## src/dps_pkg.sv

```systemverilog
// dps_pkg: shared types and constants of the drill press sequencer
// request payload structs, phase codes, register indexes and the hole-spacing pattern
// no dependencies
package dps_pkg;

  typedef struct packed {
    logic [2:0] sensor_bits;
    logic       start_req;
  } dps_in_t;

  typedef struct packed {
    logic [4:0] control_word;
    logic       busy_res;
    logic [1:0] run_status;
  } dps_out_t;

  typedef enum logic [14:0] {
    PH_IDLE     = 15'b000000000000001,
    PH_REF_A    = 15'b000000000000010,
    PH_REF_B    = 15'b000000000000100,
    PH_REF_C    = 15'b000000000001000,
    PH_SPIN     = 15'b000000000010000,
    PH_TST_A    = 15'b000000000100000,
    PH_TST_B    = 15'b000000001000000,
    PH_TST_C    = 15'b000000010000000,
    PH_DD_WAIT  = 15'b000000100000000,
    PH_UP_OK    = 15'b000001000000000,
    PH_DONE_OK  = 15'b000010000000000,
    PH_UP_BAD   = 15'b000100000000000,
    PH_DONE_BAD = 15'b001000000000000,
    PH_ALM_STOP = 15'b010000000000000,
    PH_ALM_HOLE = 15'b100000000000000
  } dps_phase_e;

  // configuration register indexes
  localparam logic [1:0] CFG_DOWN_TIMEOUT = 2'd0;
  localparam logic [1:0] CFG_ALARM_PULSES = 2'd1;

  localparam logic [7:0] DOWN_TIMEOUT_RST = 8'd20;
  localparam logic [3:0] ALARM_PULSES_RST = 4'd2;

  // run status codes
  localparam logic [1:0] ST_NONE  = 2'd0;
  localparam logic [1:0] ST_OK    = 2'd1;
  localparam logic [1:0] ST_FAULT = 2'd2;

  // control word bit positions
  localparam int unsigned CW_STEP    = 0;
  localparam int unsigned CW_DIR     = 1;
  localparam int unsigned CW_SPINDLE = 2;
  localparam int unsigned CW_FEED    = 3;
  localparam int unsigned CW_ALARM   = 4;

  // sensor bit positions
  localparam int unsigned SN_REF   = 0;
  localparam int unsigned SN_MOTOR = 1;
  localparam int unsigned SN_DOWN  = 2;

  localparam logic [7:0] TABLE_END = 8'd255;

  // alarm pulse: two quiet ticks, four ticks with the alarm on
  localparam logic [7:0] ALARM_ON_TICK  = 8'd2;
  localparam logic [7:0] ALARM_END_TICK = 8'd6;

  localparam int unsigned PATTERN_LEN = 21;
  localparam logic [7:0] HOLE_PATTERN [PATTERN_LEN] = '{
    8'd0, 8'd1, 8'd1, 8'd1, 8'd1, 8'd1, 8'd1, 8'd1, 8'd2, 8'd1, 8'd5,
    8'd2, 8'd2, 8'd2, 8'd2, 8'd4, 8'd4, 8'd3, 8'd8, 8'd2, 8'd255
  };

  // fixed hole-spacing entry, terminator past the pattern
  function automatic logic [7:0] hole_spacing(logic [7:0] idx);
    logic [7:0] val;
    val = TABLE_END;
    if (idx < 8'(PATTERN_LEN)) begin
      val = HOLE_PATTERN[idx[4:0]];
    end
    return val;
  endfunction

endpackage

```

## src/dps_table.sv

```systemverilog
// dps_table: hole-spacing memory, one write and one registered read port
// filled from the pattern in dps_pkg by a sweep after reset
module dps_table import dps_pkg::*; #(
  parameter int unsigned DEPTH = 32,
  parameter int unsigned AW    = $clog2(DEPTH)
) (
  input  logic          clk_i,
  input  logic          rst_ni,
  input  logic [AW-1:0] rd_addr_i,
  output logic [7:0]    rd_data_o,
  output logic          fill_busy_o
);

  logic [7:0]    mem [DEPTH];
  logic [AW-1:0] fill_cnt_q;
  logic          fill_busy_q;
  logic [7:0]    rd_data_q;

  always_ff @(posedge clk_i or negedge rst_ni) begin
    if (!rst_ni) begin
      fill_cnt_q  <= '0;
      fill_busy_q <= 1'b1;
    end else if (fill_busy_q) begin
      if (fill_cnt_q == AW'(DEPTH - 1)) begin
        fill_busy_q <= 1'b0;
      end else begin
        fill_cnt_q <= fill_cnt_q + 1'b1;
      end
    end
  end

  always_ff @(posedge clk_i) begin
    if (fill_busy_q) begin
      mem[fill_cnt_q] <= hole_spacing(8'(fill_cnt_q));
    end
    rd_data_q <= mem[rd_addr_i];
  end

  assign rd_data_o   = rd_data_q;
  assign fill_busy_o = fill_busy_q;

endmodule

```

## src/dps_skid.sv

```systemverilog
// dps_skid: two-entry output buffer for result requests
// depends on dps_pkg for the result struct
module dps_skid import dps_pkg::*; (
  input  logic     clk_i,
  input  logic     rst_ni,
  input  logic     in_valid_i,
  input  dps_out_t in_data_i,
  output logic     skid_full_o,
  output logic     out_valid_o,
  input  logic     out_ready_i,
  output dps_out_t out_data_o
);

  logic     out_valid_q, skid_valid_q;
  dps_out_t out_q, skid_q;

  always_ff @(posedge clk_i or negedge rst_ni) begin
    if (!rst_ni) begin
      out_valid_q  <= 1'b0;
      skid_valid_q <= 1'b0;
    end else if (out_ready_i || !out_valid_q) begin
      if (skid_valid_q) begin
        out_valid_q  <= 1'b1;
        skid_valid_q <= 1'b0;
      end else begin
        out_valid_q <= in_valid_i;
      end
    end else if (in_valid_i) begin
      skid_valid_q <= 1'b1;
    end
  end

  always_ff @(posedge clk_i) begin
    if (out_ready_i || !out_valid_q) begin
      if (skid_valid_q) begin
        out_q <= skid_q;
      end else if (in_valid_i) begin
        out_q <= in_data_i;
      end
    end else if (in_valid_i) begin
      skid_q <= in_data_i;
    end
  end

  assign skid_full_o = skid_valid_q;
  assign out_valid_o = out_valid_q;
  assign out_data_o  = out_q;

endmodule

```

## src/dps_core.sv

```systemverilog
// dps_core: sequencer state and per-tick update
// depends on dps_pkg; reads the spacing table through a registered memory port
module dps_core import dps_pkg::*; #(
  parameter int unsigned DEPTH = 32,
  parameter int unsigned AW    = $clog2(DEPTH),
  parameter int unsigned TIW   = $clog2(DEPTH + 1)
) (
  input  logic          clk_i,
  input  logic          rst_ni,
  input  logic          step_i,
  input  dps_in_t       in_data_i,
  input  logic          cfg_we_i,
  input  logic [1:0]    cfg_index_i,
  input  logic [7:0]    cfg_data_i,
  output logic [AW-1:0] rd_addr_o,
  input  logic [7:0]    rd_data_i,
  output dps_out_t      result_o
);

  dps_phase_e     phase_q, phase_d;
  logic [7:0]     tick_q, tick_d;
  logic [7:0]     steps_q, steps_d;
  logic [TIW-1:0] index_q, index_d;
  logic [3:0]     pulses_q, pulses_d;
  logic [4:0]     ctrl_q, ctrl_d;
  logic [1:0]     status_q, status_d;
  logic [7:0]     down_timeout_q;
  logic [3:0]     alarm_pulses_q;

  always_comb begin
    logic [2:0]  s;
    logic        do_fetch, do_ref, do_nstep, do_drill, do_dd;
    logic        do_abegin, do_aend, do_finish;
    logic [1:0]  fin_st;
    dps_phase_e  ctx;
    logic [7:0]  v;

    s         = in_data_i.sensor_bits;
    phase_d   = phase_q;
    tick_d    = tick_q;
    steps_d   = steps_q;
    index_d   = index_q;
    pulses_d  = pulses_q;
    ctrl_d    = ctrl_q;
    status_d  = status_q;
    do_fetch  = 1'b0;
    do_ref    = 1'b0;
    do_nstep  = 1'b0;
    do_drill  = 1'b0;
    do_dd     = 1'b0;
    do_abegin = 1'b0;
    do_aend   = 1'b0;
    do_finish = 1'b0;
    fin_st    = ST_NONE;
    ctx       = PH_ALM_STOP;
    v         = TABLE_END;

    unique case (phase_q)
      PH_REF_A: begin
        ctrl_d[CW_STEP] = 1'b1;
        phase_d         = PH_REF_B;
      end
      PH_TST_A: begin
        ctrl_d[CW_STEP] = 1'b1;
        phase_d         = PH_TST_B;
      end
      PH_REF_B: phase_d = PH_REF_C;
      PH_TST_B: phase_d = PH_TST_C;
      PH_REF_C: begin
        ctrl_d[CW_STEP] = 1'b0;
        do_ref          = 1'b1;
      end
      PH_TST_C: begin
        ctrl_d[CW_STEP] = 1'b0;
        steps_d         = steps_q - 1'b1;
        do_nstep        = 1'b1;
      end
      PH_SPIN, PH_DONE_OK: do_fetch = 1'b1;
      PH_DD_WAIT: do_dd = 1'b1;
      PH_UP_OK: begin
        ctrl_d[CW_FEED] = 1'b0;
        phase_d         = PH_DONE_OK;
      end
      PH_UP_BAD: begin
        ctrl_d[CW_FEED] = 1'b0;
        phase_d         = PH_DONE_BAD;
      end
      PH_DONE_BAD: begin
        do_finish = 1'b1;
        fin_st    = ST_FAULT;
      end
      PH_ALM_STOP, PH_ALM_HOLE: begin
        if (tick_q >= ALARM_END_TICK) begin
          ctrl_d[CW_ALARM] = 1'b0;
          pulses_d         = pulses_q - 1'b1;
          if (pulses_d != 4'd0) begin
            tick_d = 8'd1;
          end else begin
            do_aend = 1'b1;
            ctx     = phase_q;
          end
        end else begin
          if (tick_q == ALARM_ON_TICK) begin
            ctrl_d[CW_ALARM] = 1'b1;
          end
          tick_d = tick_q + 1'b1;
        end
      end
      PH_IDLE: begin
        do_ref = in_data_i.start_req;
      end
      default: phase_d = PH_IDLE;
    endcase

    // table fetch; reads past the end count as the terminator
    if (do_fetch) begin
      if (index_q < TIW'(DEPTH)) begin
        v       = rd_data_i;
        index_d = index_q + 1'b1;
      end
      if (v == TABLE_END) begin
        do_finish = 1'b1;
        fin_st    = ST_OK;
      end else begin
        steps_d  = v;
        do_nstep = 1'b1;
      end
    end

    // homing check
    if (do_ref) begin
      if (s[SN_REF]) begin
        ctrl_d[CW_SPINDLE] = 1'b1;
        index_d            = '0;
        phase_d            = PH_SPIN;
      end else if (!s[SN_MOTOR]) begin
        do_abegin = 1'b1;
        ctx       = PH_ALM_STOP;
      end else begin
        ctrl_d[CW_DIR] = 1'b1;
        phase_d        = PH_REF_A;
      end
    end

    if (do_nstep) begin
      if (steps_d == 8'd0) begin
        do_drill = 1'b1;
      end else if (!s[SN_MOTOR]) begin
        do_abegin = 1'b1;
        ctx       = PH_ALM_STOP;
      end else begin
        ctrl_d[CW_DIR] = 1'b1;
        phase_d        = PH_TST_A;
      end
    end

    if (do_drill) begin
      ctrl_d[CW_FEED] = 1'b1;
      tick_d          = 8'd0;
      do_dd           = 1'b1;
    end

    // drill-down wait with timeout
    if (do_dd) begin
      if (tick_d < down_timeout_q) begin
        if (s[SN_DOWN]) begin
          phase_d = PH_UP_OK;
        end else begin
          tick_d  = tick_d + 1'b1;
          phase_d = PH_DD_WAIT;
        end
      end else begin
        do_abegin = 1'b1;
        ctx       = PH_ALM_HOLE;
      end
    end

    if (do_abegin) begin
      pulses_d = alarm_pulses_q;
      if (alarm_pulses_q == 4'd0) begin
        do_aend = 1'b1;
      end else begin
        tick_d  = 8'd1;
        phase_d = ctx;
      end
    end

    if (do_aend) begin
      if (ctx == PH_ALM_STOP) begin
        do_finish = 1'b1;
        fin_st    = ST_FAULT;
      end else begin
        phase_d = PH_UP_BAD;
      end
    end

    if (do_finish) begin
      ctrl_d[CW_SPINDLE] = 1'b0;
      status_d           = fin_st;
      phase_d            = PH_IDLE;
      tick_d             = 8'd0;
      steps_d            = 8'd0;
    end
  end

  always_ff @(posedge clk_i or negedge rst_ni) begin
    if (!rst_ni) begin
      phase_q  <= PH_IDLE;
      tick_q   <= '0;
      steps_q  <= '0;
      index_q  <= '0;
      pulses_q <= '0;
      ctrl_q   <= '0;
      status_q <= ST_NONE;
    end else if (step_i) begin
      phase_q  <= phase_d;
      tick_q   <= tick_d;
      steps_q  <= steps_d;
      index_q  <= index_d;
      pulses_q <= pulses_d;
      ctrl_q   <= ctrl_d;
      status_q <= status_d;
    end
  end

  always_ff @(posedge clk_i or negedge rst_ni) begin
    if (!rst_ni) begin
      down_timeout_q <= DOWN_TIMEOUT_RST;
      alarm_pulses_q <= ALARM_PULSES_RST;
    end else if (cfg_we_i) begin
      unique case (cfg_index_i)
        CFG_DOWN_TIMEOUT: down_timeout_q <= cfg_data_i;
        CFG_ALARM_PULSES: alarm_pulses_q <= cfg_data_i[3:0];
        default: ;
      endcase
    end
  end

  // read the entry that the next tick will need
  assign rd_addr_o = step_i ? index_d[AW-1:0] : index_q[AW-1:0];

  assign result_o.control_word = ctrl_d;
  assign result_o.busy_res     = (phase_d != PH_IDLE);
  assign result_o.run_status   = status_d;

endmodule

```

## src/drill_press_sequencer_top.sv

```systemverilog
// drill_press_sequencer_top: top level of the drill press sequencer
// depends on dps_pkg, dps_table, dps_core and dps_skid
//
// usage
// - input channel: one request per delay tick, carrying sensor_bits and start_req
// - output channel: one result request per tick: control word, busy flag, run status
// - config channel: index 0 down_timeout, index 1 alarm_pulses; other indexes ignored,
//   always ready; the user must write it only while no tick is in flight (unchecked by the block)
// - result path: the result of an accepted tick is registered into the output buffer, which drives out_data_o
// - throughput: one tick per clock cycle while in_ready_o is high; the tick update is one pass of the
//   sequencer logic, and the next spacing entry is prefetched from the table
//   memory's registered read port so it never stalls a tick
// - reset: the table memory is loaded with the hole pattern by a sweep over all
//   TABLE_DEPTH entries; in_ready_o stays low until it ends, config is taken
// - receiver stall: a two-entry output buffer holds results; one more tick is
//   taken while a result waits, then in_ready_o drops until the skid entry empties
module drill_press_sequencer_top import dps_pkg::*; #(
  parameter int unsigned TABLE_DEPTH = 32
) (
  input  logic       clk_i,
  input  logic       rst_ni,
  input  logic       in_valid_i,
  output logic       in_ready_o,
  input  dps_in_t    in_data_i,
  output logic       out_valid_o,
  input  logic       out_ready_i,
  output dps_out_t   out_data_o,
  input  logic       cfg_valid_i,
  output logic       cfg_ready_o,
  input  logic [1:0] cfg_index_i,
  input  logic [7:0] cfg_data_i
);

  localparam int unsigned AW = $clog2(TABLE_DEPTH);

  logic          fill_busy;
  logic          skid_full;
  logic          in_fire;
  logic [AW-1:0] rd_addr;
  logic [7:0]    rd_data;
  dps_out_t      result;

  // ticks wait for the table fill and for room in the output buffer
  assign in_ready_o  = !fill_busy && !skid_full;
  assign in_fire     = in_valid_i && in_ready_o;
  assign cfg_ready_o = 1'b1;

  dps_table #(
    .DEPTH (TABLE_DEPTH)
  ) u_table (
    .clk_i       (clk_i),
    .rst_ni      (rst_ni),
    .rd_addr_i   (rd_addr),
    .rd_data_o   (rd_data),
    .fill_busy_o (fill_busy)
  );

  dps_core #(
    .DEPTH (TABLE_DEPTH)
  ) u_core (
    .clk_i       (clk_i),
    .rst_ni      (rst_ni),
    .step_i      (in_fire),
    .in_data_i   (in_data_i),
    .cfg_we_i    (cfg_valid_i),
    .cfg_index_i (cfg_index_i),
    .cfg_data_i  (cfg_data_i),
    .rd_addr_o   (rd_addr),
    .rd_data_i   (rd_data),
    .result_o    (result)
  );

  // result buffer toward the receiver
  dps_skid u_skid (
    .clk_i       (clk_i),
    .rst_ni      (rst_ni),
    .in_valid_i  (in_fire),
    .in_data_i   (result),
    .skid_full_o (skid_full),
    .out_valid_o (out_valid_o),
    .out_ready_i (out_ready_i),
    .out_data_o  (out_data_o)
  );

  // a tick taken against a stalled receiver lands in the skid entry
  a_skid_catch: assert property (@(posedge clk_i) disable iff (!rst_ni)
    (in_fire && out_valid_o && !out_ready_i) |=> (out_valid_o && !in_ready_o))
    else $error("tick accepted during stall not buffered");

  // no tick while the table is still loading
  a_fill_block: assert property (@(posedge clk_i) disable iff (!rst_ni)
    ($past(fill_busy) && fill_busy) |-> !in_fire)
    else $error("tick accepted during table fill");

  // an idle result never shows the spindle running
  a_idle_spindle: assert property (@(posedge clk_i) disable iff (!rst_ni)
    (out_valid_o && !out_data_o.busy_res) |-> !out_data_o.control_word[CW_SPINDLE])
    else $error("spindle on while idle");

  // status code stays in range
  a_status_code: assert property (@(posedge clk_i) disable iff (!rst_ni)
    out_valid_o |-> (out_data_o.run_status != 2'd3))
    else $error("invalid run status");

endmodule
```

## config.mk

```make
export PLATFORM = sky130hd
export DESIGN_NAME = drill_press_sequencer_top
export DESIGN_NICKNAME = d
export VERILOG_FILES = /design/src/dps_pkg.sv /design/src/dps_table.sv /design/src/dps_skid.sv /design/src/dps_core.sv /design/src/drill_press_sequencer_top.sv
export SDC_FILE = /design/constraint.sdc
export NUM_CORES = 1
export LEC_CHECK = 0
export BUFFER_PORTS_ARGS = -buffer_cell sky130_fd_sc_hd__buf_2
export CORE_ASPECT_RATIO = 1.5
export CORE_MARGIN = 10
export CORE_UTILIZATION = 45
export CTS_CLUSTER_SIZE = 40
export DETAILED_ROUTE_END_ITERATION = 12
export PLACE_DENSITY_LB_ADDON = 0.25
export REMOVE_ABC_BUFFERS = 1
export SLEW_MARGIN = 15
export SYNTH_ARGS = -nofsm -noshare
export SYNTH_HDL_FRONTEND = slang
export SYNTH_HIERARCHICAL = 1
export SYNTH_SLANG_ARGS = --single-unit
```

## constraint.sdc

```tcl
create_clock -name clk_i -period 11.5 [get_ports clk_i]
set_clock_uncertainty 0.15 [all_clocks]
set_input_delay 1.15 -clock clk_i [delete_from_list [all_inputs] [get_ports clk_i]]
set_output_delay 1.15 -clock clk_i [all_outputs]
set_load 0.01 [all_outputs]
```

==> metrics.csv, run 1 <==
stage,metric,value,unit
critical_path,worst-path-max-fanout,11,
synth,muxShareOfSynthArea,12.4,%
critical_path,critical_path.top_delay_family,simple AND/OR/NAND/NOR gates,
clock_tree,cts_hold_buf,0,
run_status,status,"finished, final reports clean",
critical_path,crit_buf_inv,0,
synth,synth_edf_count,176,
placed_design,place_hpwl,19900,microns
clock_tree,h-tree-depth,1,
critical_path,crit_slowest_cell,nor4b_4,
drt,first_iter_violations,624,
clock_tree,cts.sinks,249,
floorplanning,die_h,220,microns
drt,drc_errors,0,
global_route,grt_max_degree,69,
timing,hold_viol_final,0,
flow_run,maxCapViolations,0,
synth,ys_top_cells_by_area,"edfxtp_1, dfrtp_1, mux4_2, nor2_1, ha_1",
floorplanning,rows,73,
drt,viasPerCell,5.92,
global_route,grt_pass1_vias,7583,
timing,worst_slew_margin_rel,28.9,%
finish,synthToLayoutAreaGrowth,11.4,%
synth,synth_top_cell_area_share,44.3,%
floorplanning,io_pins,30,
timing,max_freq,178,MHz
floorplanning,fp.dieW,153,microns
synth,syn_inst,890,
synth,synth-xor-area-share,0.880,%
min_path,hp-class,reg2reg,
timing,finalCritPeriodShare,48.7,%
critical_path,max_stage_delay,0.67,ns
synth,synth.distinct_cells,85,
pwr,power_density,190,nW/um^2
synth,synth-seq-cells,249,
timing,finalSetupViolCount,0,
global_route,antenna_found_initial,0,
synth,async_reset_ff_share,27.3,%
finish,drive_gt1_share,21.1,%
placed_design,io_buffers,28,
synth,synth_top_family_by_area,simple AND/OR/NAND/NOR gates,
clock_tree,path_clk_slew,0.07,ns
timing,finalSetupTns,0,ns
drt,drtPass1Iterations,4,
timing,tightestPinTransition,1.06,ns
synth,avgSynthCellArea,13.4,sq um
timing,finalMaxSlewViolations,0,
synth,synth_ff_type,edfxtp_1,
synth,synth_compound_area_share,9.49,%
placed_design,place_area,12400,sq um
synth,synthAdderAreaFrac,2.10,%
global_route,grt_pass1_wl,43400,microns
critical_path,critical_path_required,11.75,ns
finish,area.sequential,7090,sq um
critical_path,crit_arrival,5.86,ns
synth,netlist.top_cell.by_area,edfxtp_1,
synth,yosysWarningCount,6,
synth,synth.cell_area,11900,sq um
timing,period_minus_slack,5.60,ns
drt,vias,7522,
drt,drt-total-wl,28000,microns
clock_tree,postCtsSetupBuffers,0,
finish,fillCellCount,2255,
clock_tree,insertion_delay,0.52,ns
placed_design,gp_congestion,0.927,
clock_tree,cts_made_buffers,25,
floorplanning,core,26300,sq um
finish,multi_input_area,4570,sq um
synth,synth-simple-area-share,13.0,%
finish,diodes,0,
pwr,irDropWorstVdd,0.111,mV
synth,yosysSeqAreaShare,59.4,%
critical_path,crit_type,reg2reg,
finish,post-route-cell-area,13300,sq um
critical_path,start_kind,flop,
timing,rsz0062_at_grt,no,
clock_tree,max-clock-path-buffers,3,
clock_tree,cts.repair.resized,0,
drt,postRouteAntennaNets,0,
clock_tree,cts_tree,done,
critical_path,path_cells,nor4_4 > nand2_1 > a211oi_1 > a31oi_2 > nor4b_4 > a21oi_1 > ha_1 > o21ai_0 > a21oi_1 > a21o_1 > nor2_1 > nand4_1 > a21o_1 > nor2_1 > nand3_1 > a31oi_1 > o21ai_1,
drt,avgRoutedWirePerCell,22.0,microns
global_route,grtUsageTotal,16.3,%
critical_path,cp-end-kind,flop,
finish,final_nets,954,
floorplanning,initial_utilization,45.4,%
floorplanning,die_area,33600,sq um
global_route,grt_overflow_total,0,
clock_tree,root_buffer,clkbuf_16,
pwr,p_leak,4.21,nW
## sequential cells by signal (all words and copies together) (netlist names), 2 cells and up
| name | flops |
|---|---|
| u_core/pulses_q | 4 |
| u_core/index_q | 6 |
| u_table/fill_cnt_q | 5 |
| u_core/tick_q | 8 |
| u_core/phase_q | 15 |
| u_skid/skid_q | 8 |
| u_core/status_q | 2 |
| u_core/ctrl_q | 5 |
| u_table/rd_data_o | 5 |
| u_core/down_timeout_q | 8 |
| u_core/alarm_pulses_q | 4 |
| u_skid/out_data_o | 8 |
| u_table/mem | 160 |
| u_core/steps_q | 8 |
## cell usage after synthesis (6+ instances only)
| library cell | count |
|---|---|
| a21o_1 | 7 |
| a21oi_1 | 29 |
| a31oi_1 | 10 |
| and3_1 | 10 |
| buf_2 | 6 |
| buf_4 | 9 |
| clkbuf_1 | 21 |
| dfrtp_1 | 63 |
| edfxtp_1 | 176 |
| ha_1 | 20 |
| inv_1 | 33 |
| mux2_2 | 16 |
| mux2_4 | 8 |
| mux4_2 | 50 |
| nand2_1 | 63 |
| nand2b_1 | 6 |
| nand3_1 | 28 |
| nand4_1 | 12 |
| nor2_1 | 79 |
| nor2b_1 | 11 |
| nor3_1 | 21 |
| nor4_1 | 8 |
| o211ai_1 | 6 |
| o21ai_0 | 49 |
| o21ai_1 | 9 |
| or4_1 | 7 |
| xnor2_1 | 7 |
## layout by cell type, fill, tap and decap left out, types with 8 or more instances in the layout
cell type / Yosys / routed
nor3_1: 21 / 21
nor2b_1: 11 / 10
and3_1: 10 / 10
o21ai_1: 9 / 10
mux2_4: 8 / 8
nand2_1: 63 / 63
nand3_1: 28 / 28
nor4_1: 8 / 8
a31oi_1: 10 / 10
nor2_1: 79 / 79
buf_2: 6 / 27
clkbuf_16: 0 / 25
nand4_1: 12 / 12
ha_1: 20 / 20
dfrtp_1: 63 / 63
mux2_2: 16 / 16
o21ai_0: 49 / 47
buf_4: 9 / 12
edfxtp_1: 176 / 176
mux4_2: 50 / 50
inv_1: 33 / 33
a21oi_1: 29 / 27
## layout make-up
| type | instances | area share [%] |
|---|---|---|
| Clock buffer | 30 | 4.92 |
| Clock inverter | 15 | 1.63 |
| Inverter | 34 | 0.959 |
| Multi-Input combinational cell | 566 | 34.3 |
| Sequential cell | 249 | 53.3 |
| Tap cell | 337 | 3.17 |
| Timing Repair Buffer | 39 | 1.69 |
## cell families after synthesis
logic type      Yosys count
simple gates            288
flops                   249
compound gates          166
mux                      79
buf+inv                  75
fa+ha+maj                20
xor+xnor                 12
other cells               1
## worst paths after layout
check,slack (ns),cells past startpoint,to,startpoint
max in group asynchronous,9.96,1,u_table/fill_cnt_q[2],rst_ni
setup reg to reg,5.90,17,u_core/tick_q[7],u_core/phase_q[1]
hold / removal,0.33,1,u_core/ctrl_q[1],u_core/ctrl_q[1]
setup / recovery,5.90,17,u_core/tick_q[7],u_core/phase_q[1]
min in group asynchronous,0.61,1,u_core/down_timeout_q[7],rst_ni
hold reg to reg,0.33,1,u_core/ctrl_q[1],u_core/ctrl_q[1]
## routing by layer
| metal | vias up | part of all wire, % | GRT usage, % |
|---|---|---|---|
| li1 | 3476 | - | - |
| met1 | 3788 | 37 | 17.8 |
| met2 | 199 | 55 | 31.1 |
| met3 | 59 | 4.1 | 2.34 |
| met4 | 0 | 3.6 | 6.50 |
| met5 | - | 0 | 0 |
## metrics by stage
step / hold slack, ns / worst slack [ns] / utilization, % / cells / total power, W
detailed placement: 0.321 / 5.85 / 47.3 / 1225 / 0.00170
global placement: 0.301 / 5.87 / 47.3 / 1225 / 0.00169
global route: 0.341 / 5.41 / 50.6 / 1270 / 0.00266
CTS: 0.335 / 5.84 / 50.6 / 1270 / 0.00256
finish: 0.334 / 5.90 / 50.6 / 1270 / 0.00253
floorplan: 0.293 / 1.23 / - / 849 / 0.00153
## power breakdown
| part | internal, W | leakage, nW | switching [W] |
|---|---|---|---|
| clock | 0.000520 | 0.413 | 0.000338 |
| combinational | 0.000233 | 1.65 | 0.000359 |
| sequential | 0.00102 | 2.14 | 0.0000663 |
Note: power is estimated with default switching activity, not from simulation.
==> run 2, diff against run 1 <==
- clock period: 11.5 -> 5.2 ns (I/O delays scaled with it)
==> run 2 against run 1 <==
Compared with the run above:
- register-to-register slack got worse by 5.6 ns
- clock power up 120%
- sequential share of layout area shrank 0.73 points
- fmax increased by 15%
- largest power group unchanged
- critical path type unchanged
- largest cell class unchanged
==> metrics.csv, run 2 (synthesis results as in run 1) <==
stage,metric,value,unit
run_status,status,"finished, final reports clean",
clock_tree,cts_made_buffers,25,
drt,vias,7493,
floorplanning,io_pins,30,
clock_tree,cts.sinks,249,
timing,period_minus_slack,4.89,ns
floorplanning,rows,73,
finish,final_nets,970,
drt,viasPerCell,5.83,
placed_design,gp_congestion,0.939,
clock_tree,root_buffer,clkbuf_16,
min_path,hp-class,in2reg,
finish,drive_gt1_share,23.1,%
global_route,grt_pass1_wl,43900,microns
clock_tree,cts_tree,done,
finish,synthToLayoutAreaGrowth,13.0,%
global_route,grt_max_degree,69,
clock_tree,max-clock-path-buffers,3,
drt,drc_errors,0,
floorplanning,die_h,220,microns
timing,finalCritPeriodShare,94.1,%
finish,max_flop_register,u_table/mem,
timing,tightestPinTransition,1.12,ns
floorplanning,fp.dieW,153,microns
finish,largest_register_ffs,160,
clock_tree,path_clk_slew,0.06,ns
drt,drtPass1Iterations,7,
finish,final_util,51.3,%
critical_path,critical_path_required,5.47,ns
finish,reg_top3,"u_table/mem x160, u_core/phase_q x15",
drt,drt-total-wl,28000,microns
pwr,irDropWorstVdd,0.302,mV
drt,first_iter_violations,523,
timing,finalMaxSlewViolations,0,
placed_design,io_buffers,28,
finish,post-route-cell-area,13500,sq um
pwr,p_leak,4.32,nW
critical_path,worst-path-max-fanout,7,
timing,rsz0062_at_grt,no,
floorplanning,die_area,33600,sq um
clock_tree,insertion_delay,0.54,ns
placed_design,place_hpwl,19900,microns
flow_run,maxCapViolations,0,
critical_path,start_kind,flop,
drt,postRouteAntennaNets,0,
floorplanning,initial_utilization,45.4,%
critical_path,crit_arrival,5.16,ns
global_route,grtUsageTotal,16.4,%
timing,hold_viol_final,0,
clock_tree,h-tree-depth,1,
placed_design,place_area,12600,sq um
timing,finalSetupViolCount,0,
global_route,antenna_found_initial,0,
finish,final_common_cell,edfxtp_1,
critical_path,crit_type,reg2reg,
critical_path,cp-end-kind,flop,
finish,diodes,0,
timing,max_freq,204,MHz
finish,final_cell_mix,"edfxtp_1, nor2_1, dfrtp_1, nand2_1, mux4_2",
floorplanning,core,26300,sq um
global_route,grt_overflow_total,0,
pwr,power_density,424,nW/um^2
timing,worst_slew_margin_rel,24.8,%
global_route,grt_pass1_vias,7750,
drt,avgRoutedWirePerCell,21.8,microns
==> run 2: routing by layer <==
| layer | vias up | routed length [microns] | global-route usage, % |
|---|---|---|---|
| li1 | 3506 | - | - |
| met1 | 3750 | 10400 | 17.2 |
| met2 | 181 | 15600 | 31.9 |
| met3 | 56 | 972 | 2.03 |
| met4 | 0 | 1030 | 7.27 |
| met5 | - | 0 | 0 |
==> run 2: per-stage QoR <==
stage,setup slack (ns),hold WS [ns],power (W),setup TNS (ns),cells
2_1_floorplan,-4.57,0.0744,0.00339,-27.39,849
3_3_place_gp,0.344,0.301,0.00380,0,1238
3_5_place_dp,0.218,0.310,0.00382,0,1238
4_1_cts,0.205,0.0123,0.00576,0,1283
5_1_grt,0.000732,0.0369,0.00600,0,1285
6_report,0.308,0.0384,0.00573,0,1285
==> run 2: what timing repair did <==
action	4_1_cts	5_1_grt
resized for setup	0	5
endpoints found under the setup margin	0	2
setup buffers	0	2
hold buffers	1	0
endpoints found under the hold margin	38	0
==> run 2: final timing paths <==
kind                                         from                       end  slack (ns)  cells after the start
worst max register to register  u_core/phase_q[1]          u_core/tick_q[7]        0.31                     19
max in group asynchronous                  rst_ni     u_table/fill_cnt_q[3]        3.78                      2
worst max-delay path            u_core/phase_q[1]          u_core/tick_q[7]        0.31                     19
worst min register to register   u_core/ctrl_q[1]          u_core/ctrl_q[1]        0.32                      1
worst min-delay path                cfg_data_i[5]  u_core/down_timeout_q[5]        0.04                      3
min in group asynchronous                  rst_ni         u_core/steps_q[3]        0.50                      2
==> run 2: critical path: stages, from the launching register on <==
cell and delay, ns:
dfrtp_1 0.47, or4_1 0.63, nor2_2 0.25, nand3_2 0.24
nor4b_2 0.27, a21oi_1 0.12, or3_1 0.47, nand3_1 0.14
inv_1 0.05, ha_1 0.28, a211oi_1 0.24, o21ai_0 0.13
a21o_1 0.21, nor2_1 0.23, nand4_1 0.16, a21o_1 0.24
nor2_1 0.15, nand3_1 0.11, a31oi_1 0.17, o21ai_1 0.07
==> run 2: layout make-up <==
class                      instances  area (sq um)
clock buffer                      27           653
multi-input combinational        566          4590
fill                            2229         12800
sequential                       249          7090
tap                              337           422
clock inverter                    17           230
timing repair buffer              55           373
inverter                          34           128
==> run 2: power breakdown <==
group          total, W  switching (W)  internal, W
Combinational   0.00140       0.000833     0.000570
Sequential      0.00240       0.000147      0.00225
Clock           0.00193       0.000768      0.00116
==> run 3, diff against run 2 <==
- GPL_TIMING_DRIVEN: default -> 0
- TNS_END_PERCENT: default -> 100
==> run 3 against run 2 <==
Compared with the run above:
- die area unchanged
- worst hold slack improved by 0.012 ns
- first-iteration DRC count decreased by 9.9%
- fmax decreased by 0.86%
- flip-flop and latch count unchanged
==> metrics.csv, run 3 (synthesis results as in run 1) <==
stage,metric,value,unit
finish,final_util,52.0,%
drt,drt-total-wl,27000,microns
timing,max_freq,203,MHz
critical_path,crit_slowest_cell,nor4_1,
clock_tree,insertion_delay,0.53,ns
floorplanning,die_h,220,microns
clock_tree,path_clk_slew,0.06,ns
clock_tree,root_buffer,clkbuf_16,
min_path,hp-class,in2reg,
placed_design,place_hpwl,19200,microns
critical_path,crit_type,reg2reg,
clock_tree,h-tree-depth,1,
drt,postRouteAntennaNets,0,
timing,tightestPinTransition,0.940,ns
timing,rsz0062_at_grt,no,
global_route,grt_pass1_vias,7709,
finish,final_nets,974,
finish,max_flop_register,u_table/mem,
clock_tree,cts_made_buffers,24,
timing,finalSetupViolCount,0,
timing,finalMaxSlewViolations,0,
floorplanning,initial_utilization,45.4,%
clock_tree,max-clock-path-buffers,3,
timing,period_minus_slack,4.93,ns
drt,viasPerCell,5.88,
drt,drtPass1Iterations,5,
floorplanning,rows,73,
finish,diodes,0,
global_route,grt_max_degree,41,
drt,first_iter_violations,471,
placed_design,numPlacedInstances,1227,
pwr,p_leak,4.36,nW
timing,hold_viol_final,0,
critical_path,reg2reg_depth,11,
drt,drc_errors,0,
finish,drive_gt1_share,24.4,%
critical_path,cp-end-kind,flop,
critical_path,crit_top_cell,mux4_2,
finish,final_cell_mix,"edfxtp_1, nor2_1, nand2_1, dfrtp_1, mux4_2",
critical_path,critical_path_required,5.46,ns
finish,final_common_cell,edfxtp_1,
critical_path,worst-path-max-fanout,15,
run_status,status,"finished, final reports clean",
global_route,grt_overflow_total,0,
flow_run,maxCapViolations,0,
drt,avgRoutedWirePerCell,20.9,microns
floorplanning,core,26300,sq um
clock_tree,cts.sinks,249,
critical_path,path_cells,nor4_4 > buf_4 > nand3_2 > nor4_1 > nand2b_1 > or2_2 > o21ai_4 > buf_16 > mux4_2 > mux4_2 > mux2_2,
timing,finalCritPeriodShare,94.9,%
floorplanning,die_area,33600,sq um
critical_path,crit_arrival,5.19,ns
pwr,power_density,413,nW/um^2
placed_design,io_buffers,28,
finish,reg_top3,"u_table/mem x160, u_core/phase_q x15",
drt,vias,7571,
floorplanning,io_pins,30,
finish,largest_register_ffs,160,
clock_tree,cts_tree,done,
finish,synthToLayoutAreaGrowth,14.6,%
placed_design,gp_congestion,0.922,
global_route,grt_pass1_wl,42400,microns
floorplanning,fp.dieW,153,microns
timing,worst_slew_margin_rel,36.8,%
critical_path,max_stage_delay,0.74,ns
finish,stdcell_count,1288,
global_route,grtUsageTotal,15.8,%
global_route,antenna_found_initial,0,
pwr,irDropWorstVdd,0.261,mV
critical_path,start_kind,flop,
min_path,min_path_cells,3,
==> run 3: final timing paths <==
check	to	startpoint	slack, ns
max	u_table/rd_data_o[1]	u_core/phase_q[3]	0.27
min	u_core/down_timeout_q[5]	cfg_data_i[5]	0.05
max reg2reg	u_table/rd_data_o[1]	u_core/phase_q[3]	0.27
min reg2reg	u_core/ctrl_q[1]	u_core/ctrl_q[1]	0.32
max in group asynchronous	u_core/phase_q[0]	rst_ni	3.93
min in group asynchronous	u_core/down_timeout_q[5]	rst_ni	0.32
==> run 3: metal layers <==
layer | track usage, % | wire length [microns] | vias to the layer above
met2 | 30.1 | 14800 | 172
met3 | 2.52 | 995 | 63
met5 | 0 | 0 | -
met4 | 7.36 | 1140 | 0
li1 | - | - | 3525
met1 | 16.5 | 9980 | 3811
==> run 3: timing repair <==
| item | in CTS | in global routing |
|---|---|---|
| endpoints found under the hold margin | 24 | 0 |
| resized for setup | 8 | 22 |
| setup endpoints to repair | 9 | 10 |
| hold buffers | 1 | 0 |
| pin swaps | 3 | 3 |
| buffers inserted | 6 | 12 |
==> run 3: critical path: cells and delay by family, from the launching register on <==
family,cells,cell delay [ns]
compound gates,1,0.57
buf+inv,2,0.45
flops,1,0.45
mux,3,1.37
simple gates,5,1.82
==> run 3: power breakdown <==
part           switching (W)  internal [W]  total (W)
clock network       0.000716       0.00102    0.00174
logic               0.000849      0.000648    0.00150
registers           0.000158       0.00225    0.00241
==> run 3: final cells by class <==
cell class | instances | area [sq um]
fill | 2218 | 12600
sequential | 249 | 7100
multi-input combinational | 566 | 4750
clock buffer | 30 | 644
timing repair buffer | 60 | 509
tap | 337 | 422
clock inverter | 12 | 136
inverter | 34 | 128
==> run 3: through the flow <==
step	TNS [ns]	hold slack, ns	setup slack (ns)	area, sq um	total power (W)
2_1_floorplan	-27.39	0.0744	-4.57	11700	0.00339
3_3_place_gp	-71.42	0.303	-8.76	12300	0.00374
3_5_place_dp	-1.49	0.312	-0.464	12600	0.00383
4_1_cts	0	0.0322	0.0224	13500	0.00563
5_1_grt	0	0.0460	0.0238	13700	0.00594
6_report	0	0.0502	0.266	13700	0.00565
